$ cat config.mk
export PLATFORM = sky130hd
export DESIGN_NAME = lav_front
export DESIGN_NICKNAME = d
export VERILOG_FILES = /design/src/rtl/core/lav_pkg.sv /design/src/rtl/core/lav_front.sv
export SDC_FILE = /design/constraint.sdc
export NUM_CORES = 1
export LEC_CHECK = 0
export BUFFER_PORTS_ARGS = -buffer_cell sky130_fd_sc_hd__buf_2
export CORE_AREA = 2 2 224 226
export CTS_CLUSTER_DIAMETER = 120
export DETAILED_ROUTE_END_ITERATION = 16
export DIE_AREA = 0 0 226 228
export PLACE_DENSITY = 0.88
export SLEW_MARGIN = 40
export SYNTH_ARGS = -nofsm -noshare
export SYNTH_HDL_FRONTEND = slang
export SYNTH_SLANG_ARGS = --single-unit
$ cat constraint.sdc
create_clock -name clk -period 54 [get_ports clk]
set_input_delay 13.5 -clock clk [delete_from_list [all_inputs] [get_ports clk]]
set_output_delay 13.5 -clock clk [all_outputs]
set_load 0.03 [all_outputs]
$ cat src/rtl/core/lav_pkg.sv
`timescale 1ns / 1ps

package lav_pkg;

  // signed q16.16 word and a normalized axis component (magnitude at most 1.0)
  typedef logic signed [31:0] q32_t;
  typedef logic signed [17:0] unit_t;

  // one queued transaction: eye, saturated eye-to-target difference, up hint
  typedef struct packed {
    q32_t [2:0] eye;
    q32_t [2:0] dir;
    q32_t [2:0] up;
  } item_t;

  // request to the normalizer
  typedef struct packed {
    logic        start;
    logic        negate;
    logic [30:0] fallback;
  } norm_req_t;

  // control that travels with one multiply-accumulate operation
  typedef struct packed {
    logic       valid;
    logic       dot;
    logic [1:0] tag;
  } mac_ctl_t;

  typedef enum logic [2:0] {
    ST_IDLE,
    ST_NORM,
    ST_ISSUE,
    ST_WAIT,
    ST_NEXT,
    ST_OUT
  } back_st_t;

  // which axis the next normalize produces
  typedef enum logic [1:0] {
    STG_F,
    STG_S,
    STG_U,
    STG_T
  } stage_t;

  typedef enum logic [2:0] {
    N_IDLE,
    N_SQ,
    N_SQRT,
    N_LEN,
    N_DIV
  } norm_st_t;

  // register map, word index
  localparam logic [1:0] REG_FWD  = 2'd0;
  localparam logic [1:0] REG_SIDE = 2'd1;
  localparam logic [1:0] REG_UP   = 2'd2;

  localparam int unsigned CFG_ADDR_W = 4;
  localparam logic [30:0] ZERO_LEN_RESET = 31'd65536;
  localparam q32_t ONE_Q16 = 32'sd65536;

  // square root gives one result bit per step, division 17 quotient bits
  localparam logic [4:0] SQRT_LAST = 5'd31;
  localparam logic [4:0] DIV_LAST  = 5'd16;

endpackage

$ cat src/rtl/core/lav_front.sv
`timescale 1ns / 1ps

module lav_front #(
  parameter int unsigned DEPTH = 2
) (
  input  logic                     clk,
  input  logic                     rst,
  input  logic                     in_valid,
  output logic                     in_ready,
  input  lav_pkg::q32_t [2:0]      eye,
  input  lav_pkg::q32_t [2:0]      target,
  input  lav_pkg::q32_t [2:0]      up,
  output lav_pkg::item_t           q_item,
  output logic                     q_valid,
  input  logic                     q_pop
);

  localparam int unsigned PW = (DEPTH > 1) ? $clog2(DEPTH) : 1;
  localparam int unsigned CW = $clog2(DEPTH + 1);

  lav_pkg::item_t mem [DEPTH];
  logic [PW-1:0]  wptr;
  logic [PW-1:0]  rptr;
  logic [CW-1:0]  count;
  logic           push;
  lav_pkg::item_t item_in;
  logic [32:0]    diff [3];

  assign in_ready = (count != CW'(DEPTH));
  assign push     = in_valid && in_ready;
  assign q_valid  = (count != '0);
  assign q_item   = mem[rptr];

  // saturated eye-to-target difference
  always_comb begin
    item_in.eye = eye;
    item_in.up  = up;
    for (int i = 0; i < 3; i++) begin
      diff[i] = {target[i][31], target[i]} - {eye[i][31], eye[i]};
      if (diff[i][32] != diff[i][31]) begin
        item_in.dir[i] = diff[i][32] ? 32'h8000_0000 : 32'h7FFF_FFFF;
      end else begin
        item_in.dir[i] = diff[i][31:0];
      end
    end
  end

  // queue storage
  always_ff @(posedge clk) begin
    if (push) begin
      mem[wptr] <= item_in;
    end
  end

  // queue pointers
  always_ff @(posedge clk) begin
    if (rst) begin
      wptr  <= '0;
      rptr  <= '0;
      count <= '0;
    end else begin
      if (push) begin
        wptr <= (wptr == PW'(DEPTH - 1)) ? '0 : wptr + PW'(1);
      end
      if (q_pop) begin
        rptr <= (rptr == PW'(DEPTH - 1)) ? '0 : rptr + PW'(1);
      end
      if (push && !q_pop) begin
        count <= count + CW'(1);
      end else if (!push && q_pop) begin
        count <= count - CW'(1);
      end
    end
  end

  a_count_bound: assert property (@(posedge clk) disable iff (rst)
    count <= CW'(DEPTH))
    else $error("queue count beyond depth");

  a_pop_valid: assert property (@(posedge clk) disable iff (rst)
    q_pop |-> q_valid)
    else $error("pop from empty queue");

endmodule

==> results of run 1 <==
## sequential cells by signal, indices dropped and copies added, names as in the netlist, named ones only
register / count
count: 2
rptr: 1
wptr: 1
mem: 576
## power breakdown
group	total, mW	leakage [nW]	switching (mW)	internal, mW
registers	0.590	5.41	0.0146	0.575
logic	0.335	6.57	0.226	0.109
clock network	0.395	0.893	0.169	0.226
## final timing paths
path                         start               endpoint  cells after the start
max                      target[0]   mem[0][98]$_DFFE_PP_                     14
min          count[1]$_SDFFE_PP0P_  count[1]$_SDFFE_PP0P_                      2
max reg2reg  count[0]$_SDFFE_PP0P_  mem[1][100]$_DFFE_PP_                      5
min reg2reg  count[1]$_SDFFE_PP0P_  count[1]$_SDFFE_PP0P_                      2
## routing by layer
layer / routed length (um) / up-vias
li1: - / 8228
met1: 25900 / 8819
met2: 33500 / 792
met3: 6040 / 179
met4: 3110 / 12
met5: 75 / -
## layout by cell type, fill, tap and decap left out, types with 4 or more instances in the layout
cell and count:
a211o_1 4, a211oi_1 7, a21boi_0 8, a21o_1 50
a21oi_1 133, a31oi_1 15, a41oi_1 4, and2_1 6
and3_1 6, buf_2 581, buf_6 5, bufinv_16 6
clkbuf_1 12, clkbuf_16 58, clkinv_1 17, clkinv_2 7
clkinvlp_4 4, dfxtp_1 4, diode_2 8, edfxtp_1 576
ha_1 97, inv_1 124, maj3_1 5, mux2_2 289
nand2_1 62, nand2b_1 11, nand3_1 27, nand4_1 7
nor2_1 58, nor2b_1 10, nor3_1 15, o211ai_1 8
o21a_1 8, o21ai_0 86, o21ai_1 4, o21bai_1 11
o31ai_1 6, or3_1 7, xnor2_1 49, xor2_1 40
## cell type report
cell class,count,area [um^2],share of cell area (%)
sequential,581,17400,53.4
multi-input combinational,1088,8880,27.3
timing repair buffer,594,3110,9.54
clock buffer,70,1500,4.59
tap,672,841,2.58
inverter,124,465,1.43
clock inverter,39,360,1.11
antenna,8,20.0,0.0615
## worst register-to-register path, cell delays in order, from the launching register on
cell and delay [ns]:
dfxtp_1 0.40, nand2b_1 0.19, and3_4 0.69, buf_12 0.48, buf_16 0.42, buf_6 0.81
## cells by family after synthesis
logic type / after synthesis
XOR/XNOR: 89
multiplexers: 294
buffers and inverters: 188
adder cells (fa/ha/maj): 105
AND/OR/NAND/NOR: 222
AO/OA/AOI/OAI: 378
flip-flops: 581
==> qor.txt, run 1 <==
Num CTS Buffers - 58
synth unique cells - 69
syn_area_per_cell - 14.5 um^2
Synth area leader - edfxtp_1
adder-cell area share of the yosys netlist - 4.90%
Port Buf Inserts - 581
design area - 0.0326 mm^2
crit path cell chain - buf_2 -> inv_1 -> ha_1 -> inv_1 -> fa_1 -> a211oi_2 -> o21ai_1 -> a31oi_2 -> o311ai_2 -> a221oi_4 -> o221ai_2 -> or3b_4 -> mux2i_4 -> o21ai_0
All-Layer GR Usage - 25.9%
gr ovfl total - 0
FMAX - 58.9 MHz
routed vias/inst - 5.68
post-synthesis cell area - 0.0270 mm^2
EDFF count, synth - 576
post-synthesis mux area share - 12.3%
slew margin rel. - 43.7%
M1 GR Usage - 31.2%
Leak - 12.9 nW
drt wl/cell - 21.6 um
crit path DAT - 17.28 ns
largest family of logic cells by synthesized area - multiplexers
main flop type after synthesis - edfxtp_1
setup violators final - 0
Post-DRT Antenna Nets - 0
setup tns final - 0 ns
max_cap viols - 0
DRC - 0
Detail Placement HPWL - 49.4 mm
die area - 0.0515 mm^2
pre-CTS WS - 36.42 ns
simple-gate share of the synthesized area - 3.90%
hold_buf cts - 0
largest net degree at the start of global routing - 105
layout cells sized above 1 - 39.6%
io pins - 582
PwrDens - 40.5 mW/mm^2
clock-pin slew on the worst setup and hold paths - 0.06 ns
Compound-Gate Fraction of Synth Area - 8.83%
Synth area leaders - edfxtp_1, mux2_2, ha_1
initial antenna violation count - 13
CP Class - input port to flip-flop
r2r setup slk - 50.52 ns
DP Area - 0.0307 mm^2
vias - 18000
synth-to-layout area growth - 20.7%
worst slew pin tran - 0.842 ns
sequential area share after synthesis - 64.5%
non-filler instance count after layout - 3176
met2 global-route usage - 43.7%
Setup crit start kind - input port
Clock Skew - 0.0106 ns
final hold violation count - 0
Resized Gates After CTS - 0
async set or reset register ratio after synthesis - 0%
slowest CP cell - mux2i_4
Most Used Layer, Global Route - met2
Die Height - 228 um
Post-Syn Nets - 2249
# H-tree levels - 2
final number of max-transition violations - 0
postcts setup bufs - 0
Slowest Stage Delay on Critical Path - 0.63 ns
Final #Nets - 2839
CTS Sinks - 581
Final Core Density - 66.0%
vias in the first global route - 18200
share of the synthesized area in the top cell type - 64.1%
buffer depth of the longest clock path - 3
Gate Count Post-Synth - 1857
status - completed
first-pass GRT wire length - 103 mm
most common cell in the synthesized netlist - edfxtp_1
Syn. warnings - 0
CTS tree - built
clock root buffer - clkbuf_16
Final Critical Period - 16.98 ns
# rows - 82
initial core utilization - 54.7%
WL final - 68.7 mm
Top cell by count, worst path - inv_1
fin crit share - 31.4%
FF+latch count, synth - 581
Placer Congestion - 0.932
HP Class - flip-flop to flip-flop
IR Drop Worst-Case VDD - 30.3 uV
Worst Path Required - 54.30 ns
die width - 226 um
crit path capture type - flip-flop
Synth Area in XOR/XNOR - 2.89%
M3 GR Usage - 6.53%
Total Power - 1.32 mW
core area - 0.0493 mm^2
RSZ-0062 raised after global routing - false
Fillers - 3387
worst hold slack - 0.509 ns
Worst Path Buf+Inv - 3
cell family with most CP delay - compound AO/OA/AOI/OAI gates
Iteration-0 DRC Markers - 1251
Skew-Pair Late Insertion Delay - 0.61 ns
Placed Cells - 3058
CP Max Fanout - 24
drt pass-1 iters - 7
crit path setup slack, layout - 37.02 ns
Post-synth top cells - edfxtp_1, mux2_2, a21oi_1
(Power assumes the default switching activity.)
==> run 2: changes to the inputs <==
--- a/config.mk
+++ b/config.mk
@@ -6,11 +6,11 @@
 export NUM_CORES = 1
 export LEC_CHECK = 0
 export BUFFER_PORTS_ARGS = -buffer_cell sky130_fd_sc_hd__buf_2
-export CORE_AREA = 2 2 224 226
+export CORE_AREA = 2 2 236 238
 export CTS_CLUSTER_DIAMETER = 120
 export DETAILED_ROUTE_END_ITERATION = 16
-export DIE_AREA = 0 0 226 228
-export PLACE_DENSITY = 0.88
+export DIE_AREA = 0 0 238 240
+export PLACE_DENSITY = 0.84
 export SLEW_MARGIN = 40
 export SYNTH_ARGS = -nofsm -noshare
 export SYNTH_HDL_FRONTEND = slang
==> constraint.sdc (replaced) <==
create_clock -name clk -period 13.9 [get_ports clk]
set_input_delay 3.475 -clock clk [delete_from_list [all_inputs] [get_ports clk]]
set_output_delay 3.475 -clock clk [all_outputs]
set_load 0.03 [all_outputs]
==> qor.txt, run 2 (synthesis gave the netlist of run 1 again) <==
status - completed
IR Drop Worst-Case VDD - 153 uV
crit path setup slack, layout - 7.13 ns
clock root buffer - clkbuf_16
core area - 0.0547 mm^2
buffer depth of the longest clock path - 3
max_cap viols - 0
pre-CTS WS - 6.41 ns
fin crit share - 48.7%
Leak - 13.0 nW
Placer Congestion - 0.915
Sw Pwr - 1.62 mW
CTS Sinks - 581
gr ovfl total - 0
final number of max-transition violations - 0
HP Class - flip-flop to flip-flop
routed vias/inst - 5.58
All-Layer GR Usage - 22.9%
setup tns final - 0 ns
clock-pin slew on the worst setup and hold paths - 0.06 ns
commonest non-fill, non-tap cell in the layout - buf_2
layout cells sized above 1 - 39.9%
Resized Gates After CTS - 0
die area - 0.0571 mm^2
max FFs per register - 576
Reg power frac - 43.3%
WL final - 68.2 mm
Setup crit start kind - input port
vias in the first global route - 18200
Iteration-0 DRC Markers - 1218
initial core utilization - 49.4%
# H-tree levels - 3
PwrDens - 161 mW/mm^2
Clock Skew - 0.0278 ns
Die Height - 240 um
largest registers - mem: 576 flops, count: 2 flops
most frequent cells in the layout - buf_2, edfxtp_1, mux2_2
largest net degree at the start of global routing - 153
drt pass-1 iters - 5
Biggest register - mem
vias - 18000
Worst Path Required - 14.18 ns
slew margin rel. - 36.9%
CP Class - input port to flip-flop
final hold violation count - 0
initial antenna violation count - 10
die width - 238 um
Port Buf Inserts - 581
CTS tree - built
Num CTS Buffers - 66
# rows - 86
crit path capture type - flip-flop
hold_buf cts - 0
Placed Cells - 3090
io pins - 582
first-pass GRT wire length - 101 mm
RSZ-0062 raised after global routing - false
Final #Nets - 2848
non-filler instance count after layout - 3221
postcts setup bufs - 0
synth-to-layout area growth - 21.9%
Clk network pwr share - 32.2%
crit path DAT - 7.05 ns
Detail Placement HPWL - 49.0 mm
DP Area - 0.0307 mm^2
switching share of power - 30.7%
Fillers - 4114
Internal Pwr Total - 3.67 mW
Skew-Pair Late Insertion Delay - 0.61 ns
drt wl/cell - 21.2 um
setup violators final - 0
Total Power - 5.29 mW
Final Core Density - 60.2%
Final Critical Period - 6.77 ns
CP Max Fanout - 24
DRC - 0
Logic pwr share - 24.5%
design area - 0.0329 mm^2
worst hold slack - 0.527 ns
FMAX - 148 MHz
worst slew pin tran - 0.946 ns
Post-DRT Antenna Nets - 0
-- run 2: per-layer routing --
layer | GRT usage (%) | up-vias | share of wire (%)
met1 | 27.6 | 8808 | 38
met5 | 0 | - | 0.11
met3 | 6.06 | 158 | 8.0
met2 | 39.6 | 736 | 50
met4 | 8.79 | 10 | 3.9
li1 | - | 8256 | -
-- run 2: path summary, 6_finish.rpt --
check                        start                    end  slack (ns)  depth (start not counted)
max                         eye[0]   mem[0][98]$_DFFE_PP_        7.13                         13
min              rptr$_SDFFE_PP0P_              flip-flop        0.53                          2
max reg2reg  count[0]$_SDFFE_PP0P_  mem[0][155]$_DFFE_PP_       10.99                          6
min reg2reg      rptr$_SDFFE_PP0P_              flip-flop        0.53                          2
-- run 2: critical path, stage by stage --
cell and delay (ns):
buf_2 0.15, ha_1 0.20, inv_1 0.06, fa_1 0.43
a211oi_2 0.26, o21ai_1 0.12, a31oi_2 0.23, o311ai_2 0.17
a221oi_4 0.42, o221ai_2 0.18, or3b_4 0.45, mux2i_4 0.61
o21ai_0 0.28
-- run 2: power groups by stage --
| stage | sequential [mW] | combinational, mW | clock (mW) |
|---|---|---|---|
| final | 2.29 | 1.30 | 1.70 |
| after global routing | 2.31 | 1.38 | 1.80 |
| after CTS | 2.29 | 1.29 | 1.73 |
| after detailed placement | 2.33 | 1.28 | 0 |
| after global placement | 2.32 | 1.25 | 0 |
| after floorplan | 2.36 | 0.894 | 0 |
-- run 2: area by class of cell --
cell class,count,area (um^2),share of cell area (%)
Antenna cell,9,22.5,0.0685
Multi-Input combinational cell,1088,8880,27.0
Clock buffer,81,1730,5.26
Sequential cell,581,17400,52.9
Inverter,124,465,1.41
Timing Repair Buffer,595,3110,9.47
Clock inverter,39,398,1.21
Tap cell,704,881,2.68
==> run 3: changes to the inputs <==
--- a/config.mk
+++ b/config.mk
@@ -5,12 +5,13 @@
 export SDC_FILE = /design/constraint.sdc
 export NUM_CORES = 1
 export LEC_CHECK = 0
+export ABC_AREA = 1
 export BUFFER_PORTS_ARGS = -buffer_cell sky130_fd_sc_hd__buf_2
-export CORE_AREA = 2 2 236 238
+export CORE_AREA = 2 2 231 233
 export CTS_CLUSTER_DIAMETER = 120
 export DETAILED_ROUTE_END_ITERATION = 16
-export DIE_AREA = 0 0 238 240
-export PLACE_DENSITY = 0.84
+export DIE_AREA = 0 0 233 235
+export PLACE_DENSITY = 0.87
 export SLEW_MARGIN = 40
 export SYNTH_ARGS = -nofsm -noshare
 export SYNTH_HDL_FRONTEND = slang
==> constraint.sdc (replaced) <==
create_clock -name clk -period 6.45 [get_ports clk]
set_input_delay 1.6125 -clock clk [delete_from_list [all_inputs] [get_ports clk]]
set_output_delay 1.6125 -clock clk [all_outputs]
set_load 0.03 [all_outputs]
==> qor.txt, run 3 <==
Skew-Pair Late Insertion Delay - 0.63 ns
Post-Syn Nets - 2882
Slowest Stage Delay on Critical Path - 0.62 ns
vias - 20900
synth unique cells - 36
clock-pin slew on the worst setup and hold paths - 0.06 ns
routed vias/inst - 5.41
Final Critical Period - 4.15 ns
syn_area_per_cell - 11.6 um^2
core area - 0.0522 mm^2
postcts setup bufs - 0
buffer depth of the longest clock path - 3
fin crit share - 64.4%
Compound-Gate Fraction of Synth Area - 3.78%
Reg power frac - 44.7%
Final #Nets - 3492
crit path DAT - 2.54 ns
Worst Path Required - 4.84 ns
All-Layer GR Usage - 27.4%
largest family of logic cells by synthesized area - simple AND/OR/NAND/NOR gates
largest registers - mem: 576 flops, count: 2 flops
WL final - 77.1 mm
share of the synthesized area in the top cell type - 59.9%
setup tns final - 0 ns
Sw Pwr - 3.35 mW
CTS tree - built
DRC - 0
crit path cell chain - buf_12 -> buf_12 -> mux2_2 -> buf_2
CTS Sinks - 581
CP Class - flip-flop to output pin
Setup crit start kind - flip-flop
Biggest register - mem
non-filler instance count after layout - 3853
io pins - 582
worst hold start - count[1]$_SDFFE_PP0P_
RSZ-0062 raised after global routing - false
first-pass GRT wire length - 115 mm
r2r setup slk - 4.12 ns
main flop type after synthesis - edfxtp_1
Synth area leader - edfxtp_1
cell family with most CP delay - buffers and inverters
hold_buf cts - 0
sequential area share after synthesis - 60.2%
initial core utilization - 55.3%
Detail Placement HPWL - 55.8 mm
clock root buffer - clkbuf_16
hold path depth - 2
most frequent cells in the layout - nand2_1, buf_2, edfxtp_1
final number of max-transition violations - 0
PwrDens - 309 mW/mm^2
Placer Congestion - 0.945
Fillers - 3715
Synth area leaders - edfxtp_1, mux2_2, nand2_1
Gate Count Post-Synth - 2490
Leak - 15.1 nW
slowest CP cell - dfxtp_4
post-synthesis mux area share - 11.2%
Synth Area in XOR/XNOR - 1.70%
status - completed
Post-synth top cells - nand2_1, edfxtp_1, mux2_2
Post-DRT Antenna Nets - 0
drt pass-1 iters - 6
Resized Gates After CTS - 0
crit path capture type - output pin
Iteration-0 DRC Markers - 1797
# H-tree levels - 2
gr ovfl total - 0
worst r2r src - count[0]$_SDFFE_PP0P_
async set or reset register ratio after synthesis - 0%
most common cell in the synthesized netlist - nand2_1
layout cells sized above 1 - 33.7%
Syn. warnings - 0
slew margin rel. - 48.3%
drt wl/cell - 20.0 um
max FFs per register - 576
worst hold slack - 0.568 ns
commonest non-fill, non-tap cell in the layout - nand2_1
simple-gate share of the synthesized area - 13.8%
Clk network pwr share - 30.2%
Port Buf Inserts - 581
Top cell by count, worst path - buf_12
Die Height - 235 um
adder-cell area share of the yosys netlist - 4.41%
reg2reg path depth - 6
Worst Path Buf+Inv - 3
Placed Cells - 3728
largest net degree at the start of global routing - 115
r2r endpoint - mem[0][118]$_DFFE_PP_
FMAX - 241 MHz
Logic pwr share - 25.1%
IR Drop Worst-Case VDD - 250 uV
post-synthesis cell area - 0.0289 mm^2
final hold violation count - 0
worst slew pin tran - 0.776 ns
switching share of power - 31.4%
max_cap viols - 0
Internal Pwr Total - 7.31 mW
CP Max Fanout - 46
synth-to-layout area growth - 19.4%
Clock Skew - 0.0184 ns
FF+latch count, synth - 581
initial antenna violation count - 19
setup violators final - 0
HP Class - flip-flop to flip-flop
vias in the first global route - 20700
Worst Hold Path EP - count[1]$_SDFFE_PP0P_
# rows - 84
die width - 233 um
Num CTS Buffers - 57
die area - 0.0548 mm^2
EDFF count, synth - 576
run 3: power groups by stage:
| stage | clock (mW) | sequential (mW) | combinational [mW] |
|---|---|---|---|
| after floorplan | 0 | 4.84 | 1.85 |
| after global placement | 0 | 4.81 | 2.55 |
| after detailed placement | 0 | 4.83 | 2.62 |
| after CTS | 3.26 | 4.76 | 2.66 |
| after global routing | 3.40 | 4.79 | 2.85 |
| final | 3.22 | 4.76 | 2.67 |
run 3: cell type report:
type	count	area (um^2)	share of cell area (%)
flip-flops and latches	581	17400	50.5
multi-input cells	1570	10100	29.3
repair buffers	598	3190	9.25
clock buffers	71	1480	4.29
inverters	292	1100	3.18
well taps	688	861	2.50
clock inverters	32	312	0.904
diodes	21	52.6	0.152
run 3: worst max path at each step:
stage / slack [ns] / cells past startpoint / end
after detailed placement: 2.19 / 17 / mem[1][134]$_DFFE_PP_
after floorplan: 0.04 / 2 / mem[1][0]$_DFFE_PP_
after global placement: 2.32 / 17 / mem[0][146]$_DFFE_PP_
after CTS: 2.28 / 4 / q_item[192]
final: 2.30 / 4 / q_item[192]
after global routing: 2.21 / 4 / q_item[192]
run 3: cell families after synthesis:
family / Yosys count
DFF: 581
AOI/OAI and AO/OA: 180
muxes: 288
xor gates and xnor gates: 56
buffers and inverters: 339
and+or+nand+nor: 946
adders and majority gates: 100
run 3: routing by layer:
layer	global-route usage [%]	routed length, um
met5	0	41
met4	12.2	3770
met3	6.83	6480
met2	47.5	38400
met1	32.1	28400
run 3: stage by stage:
| stage | total power [mW] | setup WS (ns) | area [um^2] | util, % |
|---|---|---|---|---|
| after CTS | 10.7 | 2.28 | 34400 | 65.9 |
| after global routing | 11.0 | 2.21 | 34500 | 66.0 |
| after floorplan | 6.69 | 0.0365 | 28900 | - |
| final | 10.7 | 2.30 | 34500 | 66.0 |
| after global placement | 7.36 | 2.32 | 32600 | 62.4 |
| after detailed placement | 7.46 | 2.19 | 32600 | 62.4 |
run 3: worst register-to-register path: stages, from the launching register on:
cell	delay, ns
dfxtp_1	0.33
inv_1	0.12
nand2_1	0.15
nand2_4	0.09
nor2_4	0.40
buf_8	0.27
buf_12	0.42
